`config.mk`:
```
export PLATFORM = sky130hd
export DESIGN_NAME = software_timer_bank
export DESIGN_NICKNAME = d
export VERILOG_FILES = /design/src/rtl/stb_pkg.sv /design/src/rtl/software_timer_bank.sv /design/src/rtl/stb_ram.sv /design/src/rtl/stb_ctrl.sv /design/src/rtl/stb_dp.sv
export SDC_FILE = /design/constraint.sdc
export NUM_CORES = 1
export LEC_CHECK = 0
export ABC_AREA = 1
export BUFFER_PORTS_ARGS = -buffer_cell sky130_fd_sc_hd__clkbuf_2
export CAP_MARGIN = 30
export CORE_UTILIZATION = 47
export CTS_BUF_LIST = sky130_fd_sc_hd__clkbuf_2 sky130_fd_sc_hd__clkbuf_4 sky130_fd_sc_hd__clkbuf_8
export CTS_CLUSTER_DIAMETER = 150
export DETAILED_ROUTE_END_ITERATION = 16
export PLACE_DENSITY_LB_ADDON = 0.15
export SLEW_MARGIN = 10
export SYNTH_ARGS = -nofsm -noshare
export SYNTH_HDL_FRONTEND = slang
export SYNTH_HIERARCHICAL = 1
export SYNTH_SLANG_ARGS = --single-unit
```
`constraint.sdc`:
```
create_clock -name clk_i -period 6.1 [get_ports clk_i]
set_input_delay 0.61 -clock clk_i [delete_from_list [all_inputs] [get_ports clk_i]]
set_output_delay 0.61 -clock clk_i [all_outputs]
set_load 0.1 [all_outputs]
```
`src/rtl/stb_pkg.sv`:
```
// shared types and codes for the software timer bank
package stb_pkg;

  typedef enum logic [1:0] {
    OP_TICK  = 2'd0,
    OP_START = 2'd1,
    OP_STOP  = 2'd2,
    OP_QUERY = 2'd3
  } opcode_e;

  typedef enum logic [1:0] {
    ST_IDLE,
    ST_APPLY,
    ST_TICK,
    ST_TICK_END
  } state_e;

  typedef struct packed {
    logic [1:0]  opcode;
    logic [7:0]  timer_index;
    logic [31:0] duration;
  } in_item_t;

  typedef struct packed {
    logic       addressed_expired;
    logic [7:0] expired_mask;
  } out_item_t;

  // controller to datapath
  typedef struct packed {
    logic capture;
    logic apply;
    logic rd_en;
    logic finish;
  } cmd_t;

endpackage

```
`src/rtl/software_timer_bank.sv`:
```
// software timer bank top level
// A bank of NUM_TIMERS timers driven by one item per start pulse: tick, start, stop or
// query. Start, stop and query keep busy high for one cycle; a tick sweeps every timer
// through the count/target ram, one entry per cycle at the ram's single read port, and
// keeps busy high through the sweep and its end state. The result is shown on result_o for
// one cycle under result_valid_o, the first cycle with busy low again, and cannot be held
// off; a new item may be started in that same cycle. The ram needs no clearing after reset.
module software_timer_bank #(
  parameter int NUM_TIMERS  = 8,
  parameter int COUNT_WIDTH = 32
) (
  input  logic               clk_i,
  input  logic               rst_ni,
  input  logic               start,
  output logic               busy,
  input  stb_pkg::in_item_t  in_item_i,
  output stb_pkg::out_item_t result_o,
  output logic               result_valid_o
);

  localparam int IdxW = NUM_TIMERS > 1 ? $clog2(NUM_TIMERS) : 1;

  stb_pkg::cmd_t   cmd;
  logic [IdxW-1:0] rd_addr;

  stb_ctrl #(
    .NUM_TIMERS(NUM_TIMERS)
  ) u_ctrl (
    .clk_i    (clk_i),
    .rst_ni   (rst_ni),
    .start    (start),
    .opcode_i (in_item_i.opcode),
    .busy     (busy),
    .cmd_o    (cmd),
    .rd_addr_o(rd_addr)
  );

  stb_dp #(
    .NUM_TIMERS (NUM_TIMERS),
    .COUNT_WIDTH(COUNT_WIDTH)
  ) u_dp (
    .clk_i         (clk_i),
    .rst_ni        (rst_ni),
    .cmd_i         (cmd),
    .rd_addr_i     (rd_addr),
    .item_i        (in_item_i),
    .result_o      (result_o),
    .result_valid_o(result_valid_o)
  );

endmodule

```
`src/rtl/stb_ram.sv`:
```
// generic single write port, single read port ram with registered read
module stb_ram #(
  parameter int WIDTH = 64,
  parameter int DEPTH = 8
) (
  input  logic                                   clk_i,
  input  logic                                   we_i,
  input  logic [(DEPTH > 1 ? $clog2(DEPTH) : 1)-1:0] waddr_i,
  input  logic [WIDTH-1:0]                       wdata_i,
  input  logic                                   re_i,
  input  logic [(DEPTH > 1 ? $clog2(DEPTH) : 1)-1:0] raddr_i,
  output logic [WIDTH-1:0]                       rdata_o
);

  logic [WIDTH-1:0] mem_q [DEPTH];
  logic [WIDTH-1:0] rdata_q;

  always_ff @(posedge clk_i) begin
    if (we_i) begin
      mem_q[waddr_i] <= wdata_i;
    end
    if (re_i) begin
      rdata_q <= mem_q[raddr_i];
    end
  end

  assign rdata_o = rdata_q;

endmodule

```
`src/rtl/stb_ctrl.sv`:
```
// controller: sequences operations and the per-timer tick sweep
module stb_ctrl #(
  parameter int NUM_TIMERS = 8
) (
  input  logic                clk_i,
  input  logic                rst_ni,
  input  logic                start,
  input  logic [1:0]          opcode_i,
  output logic                busy,
  output stb_pkg::cmd_t       cmd_o,
  output logic [(NUM_TIMERS > 1 ? $clog2(NUM_TIMERS) : 1)-1:0] rd_addr_o
);

  localparam int IdxW = NUM_TIMERS > 1 ? $clog2(NUM_TIMERS) : 1;
  localparam logic [IdxW-1:0] LastIdx = IdxW'(NUM_TIMERS - 1);

  stb_pkg::state_e state_q, state_d;
  logic [IdxW-1:0] cnt_q, cnt_d;

  always_ff @(posedge clk_i or negedge rst_ni) begin
    if (!rst_ni) begin
      state_q <= stb_pkg::ST_IDLE;
      cnt_q   <= '0;
    end else begin
      state_q <= state_d;
      cnt_q   <= cnt_d;
    end
  end

  always_comb begin
    state_d = state_q;
    cnt_d   = cnt_q;
    cmd_o   = '0;
    busy    = 1'b1;
    case (state_q)
      stb_pkg::ST_IDLE: begin
        busy          = 1'b0;
        cmd_o.capture = start;
        if (start) begin
          cnt_d = '0;
          if (opcode_i == stb_pkg::OP_TICK) begin
            state_d = stb_pkg::ST_TICK;
          end else begin
            state_d = stb_pkg::ST_APPLY;
          end
        end
      end
      stb_pkg::ST_APPLY: begin
        cmd_o.apply  = 1'b1;
        cmd_o.finish = 1'b1;
        state_d      = stb_pkg::ST_IDLE;
      end
      stb_pkg::ST_TICK: begin
        // one ram read per cycle, entry processed the cycle after
        cmd_o.rd_en = 1'b1;
        cnt_d       = IdxW'(cnt_q + 1'b1);
        if (cnt_q == LastIdx) begin
          cnt_d   = '0;
          state_d = stb_pkg::ST_TICK_END;
        end
      end
      stb_pkg::ST_TICK_END: begin
        cmd_o.finish = 1'b1;
        state_d      = stb_pkg::ST_IDLE;
      end
      default: begin
        state_d = stb_pkg::ST_IDLE;
      end
    endcase
  end

  assign rd_addr_o = cnt_q;

  a_sweep_ends: assert property (@(posedge clk_i) disable iff (!rst_ni)
    (state_q == stb_pkg::ST_TICK && cnt_q == LastIdx) |=> state_q == stb_pkg::ST_TICK_END)
    else $error("tick sweep did not end after the last timer");

  a_accept_route: assert property (@(posedge clk_i) disable iff (!rst_ni)
    (start && !busy && opcode_i != stb_pkg::OP_TICK) |=> state_q == stb_pkg::ST_APPLY)
    else $error("non-tick item not routed to apply");

endmodule

```
`src/rtl/stb_dp.sv`:
```
// datapath: timer flags, count/target ram and result register
module stb_dp #(
  parameter int NUM_TIMERS  = 8,
  parameter int COUNT_WIDTH = 32
) (
  input  logic                clk_i,
  input  logic                rst_ni,
  input  stb_pkg::cmd_t       cmd_i,
  input  logic [(NUM_TIMERS > 1 ? $clog2(NUM_TIMERS) : 1)-1:0] rd_addr_i,
  input  stb_pkg::in_item_t   item_i,
  output stb_pkg::out_item_t  result_o,
  output logic                result_valid_o
);

  localparam int IdxW  = NUM_TIMERS > 1 ? $clog2(NUM_TIMERS) : 1;
  localparam int MaskW = NUM_TIMERS < 8 ? NUM_TIMERS : 8;

  stb_pkg::in_item_t  item_q;
  logic [NUM_TIMERS-1:0] running_q, running_d;
  logic [NUM_TIMERS-1:0] expired_q, expired_d;
  logic                  pend_q;
  logic [IdxW-1:0]       pend_addr_q;
  stb_pkg::out_item_t    res_q, res_d;
  logic                  res_valid_q;

  logic                       idx_ok;
  logic [IdxW-1:0]            tidx;
  logic                       we;
  logic [IdxW-1:0]            waddr;
  logic [2*COUNT_WIDTH-1:0]   wdata;
  logic [2*COUNT_WIDTH-1:0]   rdata;
  logic [COUNT_WIDTH-1:0]     r_elapsed;
  logic [COUNT_WIDTH-1:0]     r_target;

  assign idx_ok    = item_q.timer_index < 8'(NUM_TIMERS);
  assign tidx      = item_q.timer_index[IdxW-1:0];
  assign r_elapsed = rdata[2*COUNT_WIDTH-1:COUNT_WIDTH];
  assign r_target  = rdata[COUNT_WIDTH-1:0];

  // ram word is {elapsed, target}; the read data is only used while the timer is running
  stb_ram #(
    .WIDTH(2 * COUNT_WIDTH),
    .DEPTH(NUM_TIMERS)
  ) u_ram (
    .clk_i  (clk_i),
    .we_i   (we),
    .waddr_i(waddr),
    .wdata_i(wdata),
    .re_i   (cmd_i.rd_en),
    .raddr_i(rd_addr_i),
    .rdata_o(rdata)
  );

  always_comb begin
    running_d = running_q;
    expired_d = expired_q;
    we        = 1'b0;
    waddr     = tidx;
    wdata     = {{COUNT_WIDTH{1'b0}}, item_q.duration[COUNT_WIDTH-1:0]};
    if (cmd_i.apply && idx_ok) begin
      case (item_q.opcode)
        stb_pkg::OP_START: begin
          running_d[tidx] = 1'b1;
          expired_d[tidx] = 1'b0;
          we              = 1'b1;
        end
        stb_pkg::OP_STOP: begin
          running_d[tidx] = 1'b0;
          expired_d[tidx] = 1'b0;
        end
        default: begin
        end
      endcase
    end
    if (pend_q) begin
      if (running_q[pend_addr_q]) begin
        if (r_target <= r_elapsed) begin
          expired_d[pend_addr_q] = 1'b1;
        end else begin
          we    = 1'b1;
          waddr = pend_addr_q;
          wdata = {COUNT_WIDTH'(r_elapsed + 1'b1), r_target};
        end
      end else begin
        expired_d[pend_addr_q] = 1'b0;
      end
    end
  end

  always_comb begin
    res_d.addressed_expired = (item_q.opcode != stb_pkg::OP_TICK) && idx_ok
                              && expired_d[tidx];
    res_d.expired_mask      = 8'(expired_d[MaskW-1:0]);
  end

  always_ff @(posedge clk_i or negedge rst_ni) begin
    if (!rst_ni) begin
      running_q   <= '0;
      expired_q   <= '0;
      pend_q      <= 1'b0;
      res_valid_q <= 1'b0;
    end else begin
      running_q   <= running_d;
      expired_q   <= expired_d;
      pend_q      <= cmd_i.rd_en;
      res_valid_q <= cmd_i.finish;
    end
  end

  always_ff @(posedge clk_i) begin
    if (cmd_i.capture) begin
      item_q <= item_i;
    end
    if (cmd_i.rd_en) begin
      pend_addr_q <= rd_addr_i;
    end
    if (cmd_i.finish) begin
      res_q <= res_d;
    end
  end

  assign result_o       = res_q;
  assign result_valid_o = res_valid_q;

  a_no_overlap: assert property (@(posedge clk_i) disable iff (!rst_ni)
    $onehot0({cmd_i.apply, pend_q, cmd_i.capture}))
    else $error("operation apply overlaps tick processing or capture");

  a_expired_running: assert property (@(posedge clk_i) disable iff (!rst_ni)
    (expired_q & ~running_q) == '0)
    else $error("idle timer shows expired");

endmodule

```
=== Word-level counts from Yosys, hierarchy flattened ===
Memories as Yosys holds them, arrays and structs flattened. A register that Yosys moved wholly into a read port is not among the register bits.
Index checks and enable logic that the tools add are counted.
Widths: inputs -> output; s select.

* Register bits after elaboration: 77
* Latch bits: 0
* RAM bits: 512
* ROM bits: 0
* Input bits: 45
* Output and inout bits: 11
* Logic and storage cells: 90
* Memories: 1

* Add/subtract/negate cells: 2
* Multipliers: 0
* Div/mod/pow operators: 0
* $lt $le $gt $ge: 6
* Eq/ne operators: 8
* Shift operators: 0
* Multiplexer cells: 39
* Bitwise logic cells: 7
* Reduce and logical (&&, ||, !) cells: 15

{| class="wikitable"
|+ Memory list
! memory !! words !! width !! read ports !! clocked after Yosys merged registers in !! write ports !! RTL line !! text
|-
| u_dp.u_ram.mem_q || 8 || 64 || 1 || 1 || 1 || stb_ram.sv:15 || <nowiki>logic [WIDTH-1:0] mem_q [DEPTH];</nowiki>
|}

{| class="wikitable"
|+ Operator list
! operator !! number
|-
| $mux 64 || 3
|-
| $mux 8 || 5
|-
| $add 32x1->32 const B || 1
|-
| $le 32x32->1 || 1
|-
| $and 8x8->8 || 3
|-
| $mux 1 || 16
|-
| $not 8->8 || 2
|-
| $or 8x8->8 || 2
|-
| $pmux 8 s2 || 1
|-
| $mux 3 || 5
|-
| $lt 3x4->1 const B || 2
|-
| $lt 8x4->1 const B || 1
|-
| $bmux 1 s3 || 2
|-
| $demux 1 s3 || 2
|-
| $eq 2x2->1 const B || 3
|-
| $ge 3x1->1 const B || 2
|-
| $mux 2 || 3
|-
| $pmux 2 s3 || 1
|-
| $pmux 3 s2 || 1
|-
| $reduce_and 2->1 || 3
|-
| $reduce_bool 2->1 || 3
|-
| $logic_and 1x1->1 || 5
|-
| $eq 2x1->1 const B || 2
|-
| $logic_not 2->1 || 2
|-
| other kinds (5) || 6
|}

=== Logic depth before layout (Yosys ltp) ===
* Word-level depth: 15
* Gate-level depth with buffers: 21
* Gate-level depth less buffers: 20

=== Modules after synthesis ===
Netlist, hierarchy kept.

{| class="wikitable"
|+ Modules (own cells, without submodules)
! module !! instances !! cells each !! area an instance (um^2) !! sequential area each (um^2)
|-
| stb_ram || 1 || 2294 || 24298.3 || 17296.6
|-
| stb_dp || 1 || 594 || 4787.1 || 2072.0
|-
| stb_ctrl || 1 || 37 || 279.0 || 125.1
|}

=== Worst setup path after synthesis ===
No wires, ideal clock.

* Kind: register -> register
* From: register u_dp.u_ram.rdata_q[56], in the netlist u_dp/u_ram/rdata_o[56] (read register of u_dp.u_ram.mem_q)
* To: memory u_dp.u_ram.mem_q[1][0] (enable)
* Library setup time: 0.487 ns
* Data arrival time: 4.744 ns
* Data required time: 5.613 ns
* Path slack: 0.870 ns
* Cell stages (with the launch flop): 16
* Buffers on the path: 1
* Period minus slack after synthesis: 5.230 ns
* Path through: edfxtp_1 inv_1 ha_1 nand4_1 nor3_1 nand2_1 nor2_1 nand2_1 nand2_1 nand2_2 nor3_4 buf_2 nand2_1 o21ai_0 nand2_1 nor2_1

* Elaborated cells between the ends (all ways): 9
* Classes of those cells: order compare: 1; mux: 8

{| class="wikitable"
|+ RTL lines
! item !! RTL line !! text
|-
| start, declared || stb_ram.sv:16 || <nowiki>logic [WIDTH-1:0] rdata_q;</nowiki>
|-
| $le 32x32->1 || stb_dp.sv:77 || <nowiki>if (r_target <= r_elapsed) begin</nowiki>
|-
| $mux 3 || stb_dp.sv:77 ||
|-
| $mux 3 || stb_dp.sv:76 || <nowiki>if (running_q[pend_addr_q]) begin</nowiki>
|-
| $mux 3 || stb_dp.sv:75 || <nowiki>if (pend_q) begin</nowiki>
|-
| via u_dp.waddr[0] || stb_dp.sv:29 || <nowiki>logic [IdxW-1:0] waddr;</nowiki>
|-
| end, declared || stb_ram.sv:15 ||
|}

The timed path passes the listed nets, and every way through them passes these cells.

=== Worst setup path in the final report ===
* From: register u_dp.u_ram.rdata_q[56], in the netlist u_dp/u_ram/rdata_o[56] (read register of u_dp.u_ram.mem_q)
* To: memory u_dp.u_ram.mem_q[7][31] (enable)

The elaborated chain is that of the path after synthesis.

==> results.md <==
* Hold WC Path Type: input port to register
* DRT iter0 DRCs at 1566
* R2R Setup Slk at 1.64 ns
* Layout Nets at 3091
* P&R area growth vs syn at 10.2%
* Data arrival, critical path at 4.76 ns
* Synth top area share at 64.4%
* Row count at 91
* Port bufs at 55
* Initial core utilization at 47.6%
* CP Class: register to register
* Number of global-route vias before repair at 18500
* Clk slew on worst S/H paths at 0.06 ns
* Dominant synthesized flop cell: edfxtp_1
* Die Wd at 252 um
* Max cap viols at 0
* Largest net degree at the start of global routing at 110
* Worst-Margin Slew at 0.964 ns
* ANT nets after route at 0
* Final hold violation count at 0
* Number of synthesized flops with an enable pin at 630
* Crit-path cells: inv_1 > ha_1 > nand4_1 > nor3_1 > nand2_1 > nor2_1 > nand2_1 > nand2_1 > nand2_2 > nor3_4 > buf_4 > nand2_1 > o21ai_0 > nand2_1 > nor2_4 > buf_4
* Run status: finished, final reports clean
* Tot Pwr at 12.8 mW
* Post-Route WL at 67600 um
* Clock tree buffer depth at 3
* Via density at 4.87
* Post-DP Area at 0.0304 sq mm
* Seq cells post-synth at 653
* Top-level I/O count at 56
* Total GRT Usage at 21.7%
* Design Area, Final at 0.0323 sq mm
* Syn Nets at 3008
* Hold path depth at 1
* Final design utilization at 52.4%
* Layout cells sized above 1 at 9.36%
* Worst slew margin at 35.8%
* Final setup viols at 0
* Syn_area_per_cell at 10.0 sq um
* Req. time, crit path at 6.39 ns
* Worst Reg-to-Reg Cells at 16
* Critical path launch point type: register
* Tmin final at 4.46 ns
* DRT Pass-1 Iters at 6
* VDD IR max at 319 uV
* Post-CTS sizing at 0
* Commonest cells after routing, fill and taps aside: nand2_1 (1055), edfxtp_1 (630), inv_1 (581)
* Synth cell types at 37
* Initial antenna violation count at 1
* Overall die height at 252 um
* Crit path depth at 16
* GPL Wtd Cong at 0.877
* Post CTS Setup Buffer Count at 0
* DR DRC count at 0
* Asr flop ratio synth at 3.52%
* Fin. max-slew vios at 0
* Mapped cell area at 0.0294 sq mm
* Bufs and invs on worst path at 3
* RSZ-0062 raised after global routing: no
* Critical Path End Type: register
* Top cells by area, synth: edfxtp_1 (64%), nand2_1 (13%), inv_1 (7.4%)
* Max Freq at 224 MHz
* Slowest stage cell, crit path: buf_4
* First-pass GRT wire length at 105000 um
* Clock latency on the worst-skew pair at 0.69 ns
* Ys Warns at 6
* Fin crit share at 73.2%
* Depth of the CTS H-tree at 3
* Critical Path Most Common Cell: nand2_1
* PD cells at 395 mW/mm^2
* Post-synthesis sequential area ratio at 66.4%
* Sink Count at 653
* Critical Path Max Stage Delay at 0.64 ns
* Die area at 0.0635 sq mm
* WL per Instance at 17.2 um
* Num CTS Buffers at 105
* Setup TNS at 0 ns
* Total grt overflow at 0
* Gate Count Post-Synth at 2925
* CTS root buffer: clkbuf_8
* Lkg Pwr at 14.6 nW
* Hold_buf cts at 1
* Largest area contributor in the netlist: edfxtp_1
* Crit path max fanout at 42
* Cell family with most CP delay: simple AND/OR/NAND/NOR gates
* CTS tree: done
* Core box area at 0.0617 sq mm
* Commonest non-fill, non-tap cell in the layout: nand2_1
* Setup skew after layout at 0.0297 ns
* Hpwl dp at 38400 um
* DR vias at 19100
cells in the mapped netlist, types with 2 or more instances:
library cell / n
xor2_1: 19
a21oi_1: 18
inv_2: 5
dfrtp_1: 23
nand3_1: 284
nor4_1: 2
nor3_1: 10
nor3_2: 3
inv_1: 582
o21ai_1: 2
nand2_2: 4
ha_1: 38
nand3_2: 2
nand4_1: 8
a21boi_0: 8
clkbuf_1: 11
nand2_1: 1055
buf_1: 4
nor2_1: 70
buf_2: 64
o21ai_0: 24
nand3b_1: 2
edfxtp_1: 630
buf_4: 18
nor3_4: 3
o22ai_1: 2
a21o_1: 2
buf_6: 13
nor4_2: 3
o21a_1: 2
nor2_2: 8
flip-flops by register name, indices dropped and copies added (netlist names), named ones only:
signal               flops
u_dp/u_ram/rdata_o      64
u_dp/u_ram/mem_q       512
u_ctrl/state_q           2
u_dp/expired_q           8
u_dp/result_valid_o      1
u_dp/pend_q              1
u_dp/result_o            9
u_ctrl/rd_addr_o         3
u_dp/item_q             42
u_dp/pend_addr_q         3
report_power, final:
group          internal, mW  total [mW]  leakage [nW]  switching (mW)
combinational         0.849        3.40          7.70            2.55
clock                  1.87        3.52          1.04            1.66
sequential             5.59        5.84          5.88           0.243
metal layers:
| layer | up-vias | wire (um) | track usage (%) |
|---|---|---|---|
| met4 | 0 | 1140 | 6.37 |
| met5 | - | 0 | 0 |
| met2 | 500 | 31400 | 34.8 |
| met3 | 88 | 3630 | 2.98 |
| li1 | 9431 | - | - |
| met1 | 9087 | 31400 | 30.8 |
per-stage QoR:
| step | hold slack, ns | std cells | setup slack (ns) |
|---|---|---|---|
| 4_1_cts | 0.0246 | 3923 | 1.59 |
| 3_5_place_dp | 0.477 | 3737 | 1.65 |
| 3_3_place_gp | 0.473 | 3736 | 1.81 |
| 5_1_grt | 0.0413 | 3924 | 1.26 |
| 2_1_floorplan | 0.314 | 2925 | 0.870 |
| 6_report | 0.0939 | 3924 | 1.64 |
logic make-up after synthesis:
kind of cell / count (synthesis) / share of synthesized area, %
flip-flops: 653 / 66.4
XOR/XNOR: 19 / 0.567
AND/OR/NAND/NOR: 1457 / 20.5
buffers and inverters: 698 / 9.77
AO/OA/AOI/OAI: 60 / 1.16
adder cells (fa/ha/maj): 38 / 1.62
area by class of cell:
| cell class | count | area [sq um] |
|---|---|---|
| flip-flops and latches | 653 | 19500 |
| repair buffers | 86 | 556 |
| well taps | 837 | 1050 |
| inverters | 588 | 2220 |
| clock inverters | 39 | 175 |
| multi-input cells | 1574 | 7070 |
| clock buffers | 146 | 1780 |
| diodes | 1 | 2.50 |
| fillers | 5612 | 29400 |
worst paths after layout:
path,start,end
min in group asynchronous,rst_ni,u_dp/result_valid_o
hold reg to reg,register,register
hold / removal,in_item_i[26],u_dp/item_q[26]
setup reg to reg,u_dp/u_ram/rdata_o[56],u_dp/u_ram/mem_q[7][31]
setup / recovery,u_dp/u_ram/rdata_o[56],u_dp/u_ram/mem_q[7][31]
max in group asynchronous,rst_ni,u_ctrl/rd_addr_o[1]
Power figures use the tool's default switching activity.
